$ cat src/hdl/mwse_pkg.sv
`timescale 1ns / 1ps
package mwse_pkg;

	localparam int HEADER_BYTES_DEF    = 192;
	localparam int MAX_IMAGE_BYTES_DEF = 262144;

	localparam int KEY_W  = 32;
	localparam int CRC_W  = 16;
	localparam int SIZE_W = 19;
	localparam int PAD_W  = SIZE_W + 1;
	localparam int OFF_W  = 21;
	localparam int CNT_W  = 5;

	localparam logic [KEY_W-1:0]  KEY_XOR    = 32'h7365646F;
	localparam logic [KEY_W-1:0]  LCG_MUL    = 32'h6177614B;
	localparam logic [KEY_W-1:0]  STREAM_XOR = 32'h20796220;
	localparam logic [KEY_W-1:0]  ADDR_BASE  = 32'h02000000;
	localparam logic [CRC_W-1:0]  CRC_INIT   = 16'h15A0;
	localparam logic [CRC_W-1:0]  CRC_POLY   = 16'hA1C1;
	localparam logic [SIZE_W-1:0] SIZE_RESET = 19'd262144;

	localparam logic [0:0] REG_KEY  = 1'b0;
	localparam logic [0:0] REG_SIZE = 1'b1;

	localparam logic [1:0] WT_KEY  = 2'd0;
	localparam logic [1:0] WT_DATA = 2'd1;
	localparam logic [1:0] WT_CRC  = 2'd2;

	typedef struct packed {
		logic init;
		logic start;
	} crc_ctl_t;

	typedef struct packed {
		logic load;
		logic step;
	} lcg_ctl_t;

	function automatic logic [KEY_W-1:0] swap32(input logic [KEY_W-1:0] v);
		return {v[7:0], v[15:8], v[23:16], v[31:24]};
	endfunction

	// Handshake key for a padded size, already in transmit byte order.
	function automatic logic [KEY_W-1:0] hs_key(input logic [PAD_W-1:0] size);
		logic [17:0]      d;
		logic [14:0]      s;
		logic [KEY_W-1:0] b;
		logic [7:0]       sum;
		logic [KEY_W-1:0] m;
		d   = size[17:0] - 18'h200;
		s   = d[17:3];
		b   = 32'h0038_0000 | (32'(s[14]) << 16) | (32'(s[13:7]) << 8) | 32'(s[6:0]);
		sum = b[7:0] + b[15:8] + b[23:16];
		m   = {sum, b[23:0]} | 32'h80808080;
		return m ^ (m[9] ? swap32(KEY_XOR) : LCG_MUL);
	endfunction

endpackage

$ cat src/hdl/mwse_crc.sv
`timescale 1ns / 1ps
module mwse_crc (
	input  logic                          clk,
	input  logic                          arst_n,
	input  mwse_pkg::crc_ctl_t            ctl,
	input  logic [mwse_pkg::KEY_W-1:0]    word,
	output logic                          busy,
	output logic [mwse_pkg::CRC_W-1:0]    crc
);
	import mwse_pkg::*;

	logic [CRC_W-1:0] crc_q;
	logic [KEY_W-1:0] val_q;
	logic [CNT_W-1:0] cnt_q;
	logic             busy_q;
	logic             fb;

	assign fb   = crc_q[0] ^ val_q[0];
	assign busy = busy_q;
	assign crc  = crc_q;

	always_ff @(posedge clk or negedge arst_n) begin
		if (!arst_n) begin
			crc_q  <= CRC_INIT;
			cnt_q  <= '0;
			busy_q <= 1'b0;
		end else if (ctl.init) begin
			crc_q  <= CRC_INIT;
			cnt_q  <= '0;
			busy_q <= 1'b0;
		end else if (ctl.start) begin
			cnt_q  <= '0;
			busy_q <= 1'b1;
		end else if (busy_q) begin
			crc_q  <= (crc_q >> 1) ^ (fb ? CRC_POLY : '0);
			cnt_q  <= cnt_q + CNT_W'(1);
			if (&cnt_q) begin
				busy_q <= 1'b0;
			end
		end
	end

	always_ff @(posedge clk) begin
		if (ctl.start) begin
			val_q <= word;
		end else if (busy_q) begin
			val_q <= val_q >> 1;
		end
	end

endmodule

$ cat src/hdl/mwse_lcg.sv
`timescale 1ns / 1ps
module mwse_lcg (
	input  logic                        clk,
	input  logic                        arst_n,
	input  mwse_pkg::lcg_ctl_t          ctl,
	input  logic [mwse_pkg::KEY_W-1:0]  seed,
	output logic [mwse_pkg::KEY_W-1:0]  key
);
	import mwse_pkg::*;

	logic [KEY_W-1:0] key_q;

	assign key = key_q;

	always_ff @(posedge clk or negedge arst_n) begin
		if (!arst_n) begin
			key_q <= '0;
		end else if (ctl.load) begin
			key_q <= seed;
		end else if (ctl.step) begin
			key_q <= key_q * LCG_MUL + 32'd1;
		end
	end

endmodule

$ cat src/hdl/multiboot_word_stream_encryptor.sv
`timescale 1ns / 1ps
// Encrypts an upload image one item at a time. A begin item goes to S_HS,
// which loads the handshake key for output. A data item waits in S_CRC while
// the CRC unit shifts one bit of the word per cycle and the key step runs on
// a single 32x32 multiplier alongside; S_DOUT then loads its encrypted word.
// After the final data item, or after the key if the padded size is no
// larger than the header, S_CKEY makes one more key step and S_COUT loads
// the encrypted CRC word. The block takes no new item while an item is being
// worked on, and a result waits in the output register until it is taken.
// Data items outside a session are accepted and give no result.
module multiboot_word_stream_encryptor #(
	parameter int HEADER_BYTES    = mwse_pkg::HEADER_BYTES_DEF,
	parameter int MAX_IMAGE_BYTES = mwse_pkg::MAX_IMAGE_BYTES_DEF
) (
	input  logic                        clk,
	input  logic                        arst_n,
	input  logic                        cfg_we,
	input  logic [0:0]                  cfg_index,
	input  logic [mwse_pkg::KEY_W-1:0]  cfg_wdata,
	input  logic                        in_valid,
	output logic                        in_ready,
	input  logic                        kind,
	input  logic [mwse_pkg::KEY_W-1:0]  data_word,
	output logic                        out_valid,
	input  logic                        out_ready,
	output logic [mwse_pkg::KEY_W-1:0]  out_word,
	output logic [1:0]                  word_type,
	output logic                        last
);
	import mwse_pkg::*;

	typedef enum logic [5:0] {
		S_IDLE = 6'b000001,
		S_HS   = 6'b000010,
		S_CRC  = 6'b000100,
		S_DOUT = 6'b001000,
		S_CKEY = 6'b010000,
		S_COUT = 6'b100000
	} state_t;

	localparam logic [OFF_W:0]   MAX_V = (OFF_W + 1)'(MAX_IMAGE_BYTES);
	localparam logic [OFF_W-1:0] HDR_V = OFF_W'(HEADER_BYTES);

	state_t            state_q;
	logic [KEY_W-1:0]  key_raw_q;
	logic [SIZE_W-1:0] image_size_q;
	logic [PAD_W-1:0]  padded_q;
	logic [OFF_W-1:0]  offset_q;
	logic              active_q;
	logic [KEY_W-1:0]  data_q;

	logic [KEY_W-1:0]  out_word_q;
	logic [1:0]        word_type_q;
	logic              last_q;
	logic              out_valid_q;

	crc_ctl_t          crc_ctl;
	lcg_ctl_t          lcg_ctl;
	logic              crc_busy;
	logic [CRC_W-1:0]  crc_val;
	logic [KEY_W-1:0]  key;

	logic              in_acc;
	logic              slot_free;
	logic              load;
	logic [SIZE_W-1:0] size_clamped;
	logic [PAD_W-1:0]  padded_next;
	logic [OFF_W-1:0]  offset_inc;
	logic [KEY_W-1:0]  enc_word;
	logic [KEY_W-1:0]  enc_src;
	logic [KEY_W-1:0]  addr_neg;

	assign in_ready  = (state_q == S_IDLE);
	assign in_acc    = in_valid && in_ready;
	assign slot_free = !out_valid_q || out_ready;

	assign size_clamped = ((OFF_W + 1)'(image_size_q) > MAX_V) ? MAX_V[SIZE_W-1:0] :
		image_size_q;
	assign padded_next  = ({1'b0, size_clamped} + PAD_W'(7)) & ~PAD_W'(7);
	assign offset_inc   = offset_q + OFF_W'(4);

	assign enc_src  = (state_q == S_COUT) ? {padded_q[15:0], crc_val} : data_q;
	assign addr_neg = 32'd0 - (KEY_W'(offset_q) + ADDR_BASE);
	assign enc_word = enc_src ^ key ^ addr_neg ^ STREAM_XOR;

	assign load = slot_free && ((state_q == S_HS) || (state_q == S_DOUT) || (state_q == S_COUT));

	always_comb begin
		crc_ctl.init  = in_acc && !kind;
		crc_ctl.start = in_acc && kind && active_q;
		lcg_ctl.load  = in_acc && !kind;
		lcg_ctl.step  = (in_acc && kind && active_q) || (state_q == S_CKEY);
	end

	mwse_crc u_crc (
		.clk   (clk),
		.arst_n(arst_n),
		.ctl   (crc_ctl),
		.word  (data_word),
		.busy  (crc_busy),
		.crc   (crc_val)
	);

	mwse_lcg u_lcg (
		.clk   (clk),
		.arst_n(arst_n),
		.ctl   (lcg_ctl),
		.seed  (swap32(key_raw_q ^ KEY_XOR)),
		.key   (key)
	);

	always_ff @(posedge clk or negedge arst_n) begin
		if (!arst_n) begin
			key_raw_q    <= '0;
			image_size_q <= SIZE_RESET;
		end else if (cfg_we) begin
			case (cfg_index)
				REG_KEY:  key_raw_q    <= cfg_wdata;
				REG_SIZE: image_size_q <= cfg_wdata[SIZE_W-1:0];
				default:  key_raw_q    <= key_raw_q;
			endcase
		end
	end

	always_ff @(posedge clk or negedge arst_n) begin
		if (!arst_n) begin
			state_q  <= S_IDLE;
			padded_q <= '0;
			offset_q <= HDR_V;
			active_q <= 1'b0;
		end else begin
			case (state_q)
				S_IDLE: begin
					if (in_acc && !kind) begin
						padded_q <= padded_next;
						offset_q <= HDR_V;
						active_q <= 1'b1;
						state_q  <= S_HS;
					end else if (in_acc && active_q) begin
						state_q <= S_CRC;
					end
				end
				S_HS: begin
					if (slot_free) begin
						state_q <= (offset_q >= OFF_W'(padded_q)) ? S_CKEY : S_IDLE;
					end
				end
				S_CRC: begin
					if (!crc_busy) begin
						state_q <= S_DOUT;
					end
				end
				S_DOUT: begin
					if (slot_free) begin
						offset_q <= offset_inc;
						state_q  <= (offset_inc >= OFF_W'(padded_q)) ? S_CKEY : S_IDLE;
					end
				end
				S_CKEY: begin
					state_q <= S_COUT;
				end
				S_COUT: begin
					if (slot_free) begin
						active_q <= 1'b0;
						state_q  <= S_IDLE;
					end
				end
				default: begin
					state_q <= S_IDLE;
				end
			endcase
		end
	end

	always_ff @(posedge clk) begin
		if (in_acc && kind) begin
			data_q <= data_word;
		end
	end

	always_ff @(posedge clk or negedge arst_n) begin
		if (!arst_n) begin
			out_valid_q <= 1'b0;
		end else if (load) begin
			out_valid_q <= 1'b1;
		end else if (out_ready) begin
			out_valid_q <= 1'b0;
		end
	end

	always_ff @(posedge clk) begin
		if (load) begin
			case (state_q)
				S_HS: begin
					out_word_q  <= hs_key(padded_q);
					word_type_q <= WT_KEY;
					last_q      <= 1'b0;
				end
				S_DOUT: begin
					out_word_q  <= enc_word;
					word_type_q <= WT_DATA;
					last_q      <= 1'b0;
				end
				default: begin
					out_word_q  <= enc_word;
					word_type_q <= WT_CRC;
					last_q      <= 1'b1;
				end
			endcase
		end
	end

	assign out_valid = out_valid_q;
	assign out_word  = out_word_q;
	assign word_type = word_type_q;
	assign last      = last_q;

	a_last_only_on_crc: assert property (@(posedge clk) disable iff (!arst_n)
		out_valid |-> (last == (word_type == WT_CRC)))
		else $error("last flag does not match the CRC word type");

	a_idle_data_dropped: assert property (@(posedge clk) disable iff (!arst_n)
		(in_acc && kind && !active_q) |=> (state_q == S_IDLE && !active_q))
		else $error("data item outside a session started work");

	a_crc_closes_session: assert property (@(posedge clk) disable iff (!arst_n)
		(load && state_q == S_COUT) |=> !active_q)
		else $error("session still open after the CRC word");

	a_crc_done_before_out: assert property (@(posedge clk) disable iff (!arst_n)
		(state_q == S_DOUT) |-> !crc_busy)
		else $error("data word presented before the CRC update finished");

endmodule
$ cat config.mk
export PLATFORM = sky130hd
export DESIGN_NAME = multiboot_word_stream_encryptor
export DESIGN_NICKNAME = d
export VERILOG_FILES = /design/src/hdl/mwse_pkg.sv /design/src/hdl/mwse_crc.sv /design/src/hdl/mwse_lcg.sv /design/src/hdl/multiboot_word_stream_encryptor.sv
export SDC_FILE = /design/constraint.sdc
export NUM_CORES = 1
export LEC_CHECK = 0
export ABC_AREA = 1
export BUFFER_PORTS_ARGS = -buffer_cell sky130_fd_sc_hd__buf_2
export CAP_MARGIN = 10
export CORE_AREA = 5 5 247 249
export CTS_BUF_LIST = sky130_fd_sc_hd__clkbuf_8 sky130_fd_sc_hd__clkbuf_16
export DETAILED_ROUTE_END_ITERATION = 8
export DIE_AREA = 0 0 252 254
export HOLD_SLACK_MARGIN = 0.02
export SLEW_MARGIN = 5
export SYNTH_ARGS = -nofsm -noshare
export SYNTH_HDL_FRONTEND = slang
export SYNTH_HIERARCHICAL = 1
export SYNTH_SLANG_ARGS = --single-unit
$ cat constraint.sdc
create_clock -name clk -period 7.5 [get_ports clk]
set_input_delay 0.375 -clock clk [delete_from_list [all_inputs] [get_ports clk]]
set_output_delay 0.375 -clock clk [all_outputs]
set_load 0.005 [all_outputs]
# After elaboration in Yosys (flattened, before gate mapping)
# Index checks and enable logic that the tools add are counted.
[word_totals]
in_bits = 71
output_inout_bits = 37
word_cells = 118
register_bits = 250
[classes]
eq_ne = 13
addsub = 9
n_reduce_logical = 28
muxes = 38
magnitude_cmp = 3
mul = 1
bitwise = 10
[op_table]
columns = ["operator", "n"]
rows = [
  ["two-way mux 32 bit", 6],
  ["two-way mux 16 bit", 4],
  ["bitwise XOR 32 bit", 2],
  ["greater-or-equal comparator 21 x 20 -> 1 bit", 2],
  ["two-way mux 21 bit", 2],
  ["case mux 21 bit (2 select lines)", 1],
  ["two-way mux 6 bit", 6],
  ["case mux 6 bit (6 select lines)", 1],
  ["adder 32 x 1 -> 32 bit (second input constant)", 1],
  ["multiplier 32 x 31 -> 32 bit (second input constant)", 1],
  ["bitwise XOR 32 x 31 -> 32 bit", 1],
  ["two-way mux 28 bit", 1],
  ["subtractor 1 x 27 -> 28 bit (first input constant)", 1],
  ["adder 21 x 26 -> 27 bit (second input constant)", 1],
  ["two-way mux 5 bit", 5],
  ["OR 22 x 15 -> 22 bit", 1],
  ["OR 22 x 7 -> 22 bit", 1],
  ["adder 21 x 3 -> 21 bit (second input constant)", 1],
  ["adder 19 x 3 -> 20 bit (second input constant)", 1],
  ["> comparator 19 bit (second input constant)", 1],
  ["two-way mux 19 bit", 1],
  ["inverter 18 bit", 1],
  ["subtractor 18 x 10 -> 18 bit (second input constant)", 1],
  ["bitwise XOR 15 x 16 -> 16 bit", 1],
  ["other kinds (27)", 58],
]

# Longest topological paths before layout
[depth]
ltp_word = 7
mapped_depth = 27
depth_no_buf = 27

# Hierarchy
# The synthesis kept the hierarchy.
[modules_own_cells]
columns = ["mod", "seq_area_each_um2", "cells_per_inst", "instances", "area_per_inst_um2"]
rows = [
  ["mwse_lcg", 800.8, 1188, 1, 10042.1],
  ["multiboot_word_stream_encryptor", 4364.2, 1119, 1, 9581.7],
  ["mwse_crc", 1517.7, 250, 1, 2383.5],
]

# Worst setup path after synthesis
# Ideal clock, no wire load.
[synth_path]
kind = "register -> register"
start = "register u_lcg.key_q[12] (netlist: u_lcg/key[12])"
end = "register u_lcg.key_q[31] (netlist: u_lcg/key[31])"
path_slack_ps = 1331
synth_period_minus_slack_ps = 6169
required_ps = 7379
path_buffers = 0
arrival_time_ps = 6048
setup_time_ps = 121
path_stages_with_launch = 25
cell_sequence = "dfrtp_1 -> inv_1 -> fa_1 -> inv_1 -> fa_1 -> inv_1 -> fa_1 -> inv_1 -> fa_1 -> fa_1 -> inv_1 -> fa_1 -> fa_1 -> fa_1 -> inv_1 -> ha_1 -> inv_1 -> nor3_1 -> nand2_1 -> nor4_1 -> nand2_1 -> nand3_1 -> nand3_1 -> nand3_1 -> nand2_1"
[synth_via]
elab_chain_cells = 4
[synth_lines]
columns = ["item", "line", "text"]
rows = [
  ["start: declaration", "mwse_lcg.sv:11", "logic [KEY_W-1:0] key_q;"],
  ["start signal: assignment", "mwse_lcg.sv:21", "key_q <= key_q * LCG_MUL + 32'd1;"],
  ["multiplier 32 x 31 -> 32 bit", "mwse_lcg.sv:21", ""],
  ["adder 32 x 1 -> 32 bit", "mwse_lcg.sv:21", ""],
  ["two-way mux 32 bit", "mwse_lcg.sv:20", "end else if (ctl.step) begin"],
  ["two-way mux 32 bit", "mwse_lcg.sv:18", "end else if (ctl.load) begin"],
]
# No other way between the ends. The select of a mux whose other input is x is not followed.
# A chain may end at the register's enable or synchronous reset.

# Final worst setup path
[layout_path]
start = "register u_lcg.key_q[8] (netlist: u_lcg/key[8])"
end = "register u_lcg.key_q[31] (netlist: u_lcg/key[31])"
# Same word-level chain as after synthesis.

==> impl_results.md <==
* Outcome: complete, no violations
* Sequential area share after synthesis at 30.4%
* Largest delay share family, worst path: adder cells
* Most prevalent standard cell on the critical path: sky130_fd_sc_hd__fa_1
* Height of the chip at 254 um
* Share of post-route cells with drive strength above 1 at 9.72%
* Adder and majority gate portion of the synthesized area at 28.6%
* Hold bufs inserted after CTS at 36
* Share of flip-flops with an asynchronous set or reset at 60.3%
* Post-synthesis share of cell area spent on xor and xnor gates at 3.78%
* Post-synth EDFFs at 98
* Clock root buffer: sky130_fd_sc_hd__clkbuf_16
* CTS sink count at 247
* Combinational family with the most area after synthesis: adder cells
* Critical path launch point type: flip-flop
* Pin count of the biggest net entering global routing at 79
* Die area at 0.0640 mm2
* Flop and latch count out of synthesis at 247
* Horizontal extent of the die at 252 um
* 1st-iter DRT viols at 1344
* Min Tclk post-route at 6.82 ns
* Unrepaired setup endpoints after global routing: false
* Number of levels the H-tree was split into at 1
* Synthesized cell area at 0.0220 mm2
* Via count at 17500
* Most frequently used flop master after synthesis: sky130_fd_sc_hd__dfrtp_1
* Clock latency of the later-clocked register in the worst-skew pair at 0.59 ns
* Count of different cell masters after synthesis at 62
* Core Box Area at 0.0585 mm2
* Max clock buf depth at 3
* Hold Worst Slack at 0.0440 ns
* Post-CTS setup buffer count at 0
* Via count normalized by instance count at 4.99
* Clock tree from TritonCTS: built
* Minimum setup slack after placement at 0.708 ns
* IO Count at 108
* ANT nets after route at 0
* Number of buffer and inverter stages on the critical path at 6
* Estimated wirelength of the detail-placed design at 58100 um
* Slew at the pin closest to its max-slew limit at 1.07 ns
* Clock transition time at the flip-flop clock pins of the worst setup and hold paths at 0.07 ns
* Clock buffer count from CTS at 29
* Cell type with the highest aggregate area in the netlist: sky130_fd_sc_hd__fa_1
* Number of core rows at 89
* Synth cell count leaders: 579 x sky130_fd_sc_hd__inv_1, 521 x sky130_fd_sc_hd__nand2_1, 219 x sky130_fd_sc_hd__ha_1, 178 x sky130_fd_sc_hd__fa_1, 140 x sky130_fd_sc_hd__dfrtp_1
* Mean post-synth cell area at 8.61 um2
* Max-slew headroom at the worst pin at 28.7%
* Max-slew violation total from the final report at 0
* Post-synthesis simple-gate area fraction at 17.3%
* Dominant cell by count in the synthesized netlist: sky130_fd_sc_hd__inv_1
* Critical Path End Type: flip-flop
* Resize count post-CTS at 0
* Max cap viols at 0
* CP max-delay cell: sky130_fd_sc_hd__dfrtp_1
* Wirelength per Cell at 20.2 um
* 1st-pass router iterations at 5
* Antenna Diode Count at 0
* Number of hold violations in the final report at 0
* Global-route wire length before repair at 107000 um
* Number of nets in the layout at 3172
* Critical Path Max Stage Delay at 0.72 ns
* Post-synthesis instance total at 2557
* Final estimated routing congestion in global placement at 0.964
* Final worst path period share at 91.0%
* Post-route DRC at 0
* Global-route total usage across every layer at 21.9%
* Setup TNS at 0 ns
* Final setup violation count at 0
* Critical Setup Path Class: flip-flop to flip-flop
* Endpoint required time on the critical path at 7.96 ns
* Worst setup margin at 0.677 ns
* Util after Layout at 42.3%
* Net count of the mapped netlist at 3025
* Highest net fanout along the worst path at 10
* Final routed wirelength across all metal layers at 70600 um
* Starting Density at 37.6%
* Number of warning messages in the yosys log at 6
* Share of the synthesized area in the top cell type at 16.2%
* Max frequency at 147 MHz
* Compound-gate portion of the synthesized area at 7.82%
* Aggregate global routing overflow at 0
* Multiplexer area fraction after synthesis at 0.853%
* Initial antenna violation count at 0
* Worst endpoint data arrival time at 7.28 ns
* Relative area change from synthesis to final layout at 12.5%
* Number of global-route vias before repair at 17600
* Setup skew after layout at 0.0148 ns
* Top post-synthesis cells by area: sky130_fd_sc_hd__fa_1 16%, sky130_fd_sc_hd__dfrtp_1 16%, sky130_fd_sc_hd__edfxtp_1 13%, sky130_fd_sc_hd__ha_1 12%, sky130_fd_sc_hd__inv_1 9.9%
* Input/output buffers at 107
* Cells traversed along the worst timing path: inv_1 > fa_1 > inv_1 > fa_1 > inv_1 > fa_1 > fa_1 > fa_1 > inv_1 > fa_1 > fa_1 > inv_1 > fa_1 > inv_1 > ha_1 > nand2_1 > nor3_1 > nand2_1 > nor4_1 > nand2_1 > nand3_1 > nand3_1 > nand3_1 > nand2_1
* Worst hold path class: input port to flip-flop
-- flip-flops by register name, indices dropped and copies added, names as in the netlist, 2 cells and up --
register,count
data_q,32
padded_q,17
word_type,2
out_word,32
offset_q,19
u_crc/crc,16
state_q,6
u_crc/cnt_q,5
image_size_q,19
u_lcg/key,32
key_raw_q,32
u_crc/val_q,32
-- final cells by class --
| cell class | instances | area, um2 |
|---|---|---|
| Timing Repair Buffer | 162 | 1040 |
| Sequential cell | 247 | 6680 |
| Tap cell | 773 | 967 |
| Clock buffer | 32 | 767 |
| Clock inverter | 22 | 218 |
| Fill cell | 5798 | 33700 |
| Multi-Input combinational cell | 1674 | 12900 |
| Inverter | 590 | 2220 |
-- final timing paths --
kind / from / endpoint / slack, ns / cells past startpoint
max in group asynchronous: arst_n / key_raw_q[24] / 5.51 / 3
min: cfg_wdata[22] / key_raw_q[22] / 0.04 / 3
min in group asynchronous: arst_n / offset_q[8] / 0.44 / 2
min reg2reg: key_raw_q[5] / key_raw_q[5] / 0.48 / 2
max: u_lcg/key[8] / u_lcg/key[31] / 0.68 / 24
max reg2reg: u_lcg/key[8] / u_lcg/key[31] / 0.68 / 24
-- layout by cell type (no fill, tap or decap), types with 4 or more instances in the layout --
cell type,n
sky130_fd_sc_hd__o21bai_1,6
sky130_fd_sc_hd__fa_1,178
sky130_fd_sc_hd__nand3_2,8
sky130_fd_sc_hd__a21oi_1,70
sky130_fd_sc_hd__xnor2_1,39
sky130_fd_sc_hd__dlygate4sd3_1,36
sky130_fd_sc_hd__nand4_1,26
sky130_fd_sc_hd__dfstp_2,9
sky130_fd_sc_hd__inv_2,9
sky130_fd_sc_hd__nor2_1,117
sky130_fd_sc_hd__nand3_1,116
sky130_fd_sc_hd__mux2_2,6
sky130_fd_sc_hd__nand3b_1,7
sky130_fd_sc_hd__o21a_1,5
sky130_fd_sc_hd__buf_2,106
sky130_fd_sc_hd__edfxtp_1,98
sky130_fd_sc_hd__o22ai_1,19
sky130_fd_sc_hd__buf_4,19
sky130_fd_sc_hd__o21ai_1,12
sky130_fd_sc_hd__a22oi_1,17
sky130_fd_sc_hd__o21ai_0,129
sky130_fd_sc_hd__nor3_1,15
sky130_fd_sc_hd__o211ai_1,10
sky130_fd_sc_hd__ha_1,219
sky130_fd_sc_hd__nand2_2,15
sky130_fd_sc_hd__o221ai_1,10
sky130_fd_sc_hd__mux2i_1,12
sky130_fd_sc_hd__nand2_1,520
sky130_fd_sc_hd__dfrtp_1,140
sky130_fd_sc_hd__clkbuf_16,29
sky130_fd_sc_hd__nor2_2,14
sky130_fd_sc_hd__or2_2,6
sky130_fd_sc_hd__inv_1,584
sky130_fd_sc_hd__o21ai_2,5
sky130_fd_sc_hd__xor2_1,56
sky130_fd_sc_hd__a21o_1,4
-- per-layer routing --
metal	wire [um]	part of all wire [%]	GRT usage, %
met1	30600	43	30.0
met2	32900	47	35.6
met3	4840	6.8	4.41
met4	2280	3.2	6.45
met5	0	0	0
-- tightest hold or removal path, stage by stage --
cell	delay, ns
sky130_fd_sc_hd__buf_2	0.08
sky130_fd_sc_hd__nor2_1	0.04
sky130_fd_sc_hd__a21oi_1	0.09
-- kinds of logic after synthesis --
kind of cell / count (synthesis)
multiplexers: 18
adder cells (fa/ha/maj): 397
XOR/XNOR: 95
flip-flops: 247
AO/OA/AOI/OAI: 297
AND/OR/NAND/NOR: 867
buffers and inverters: 636
-- per-stage QoR --
stage,instance area (um2),std cells
global route,24800,3500
CTS,24800,3500
detailed placement,23400,3410
finish,24800,3500
global placement,23400,3410
floorplan,22000,2557
Power is not shown: default switching activity piles up to over one toggle a cycle in this logic, so the estimate is an artifact.
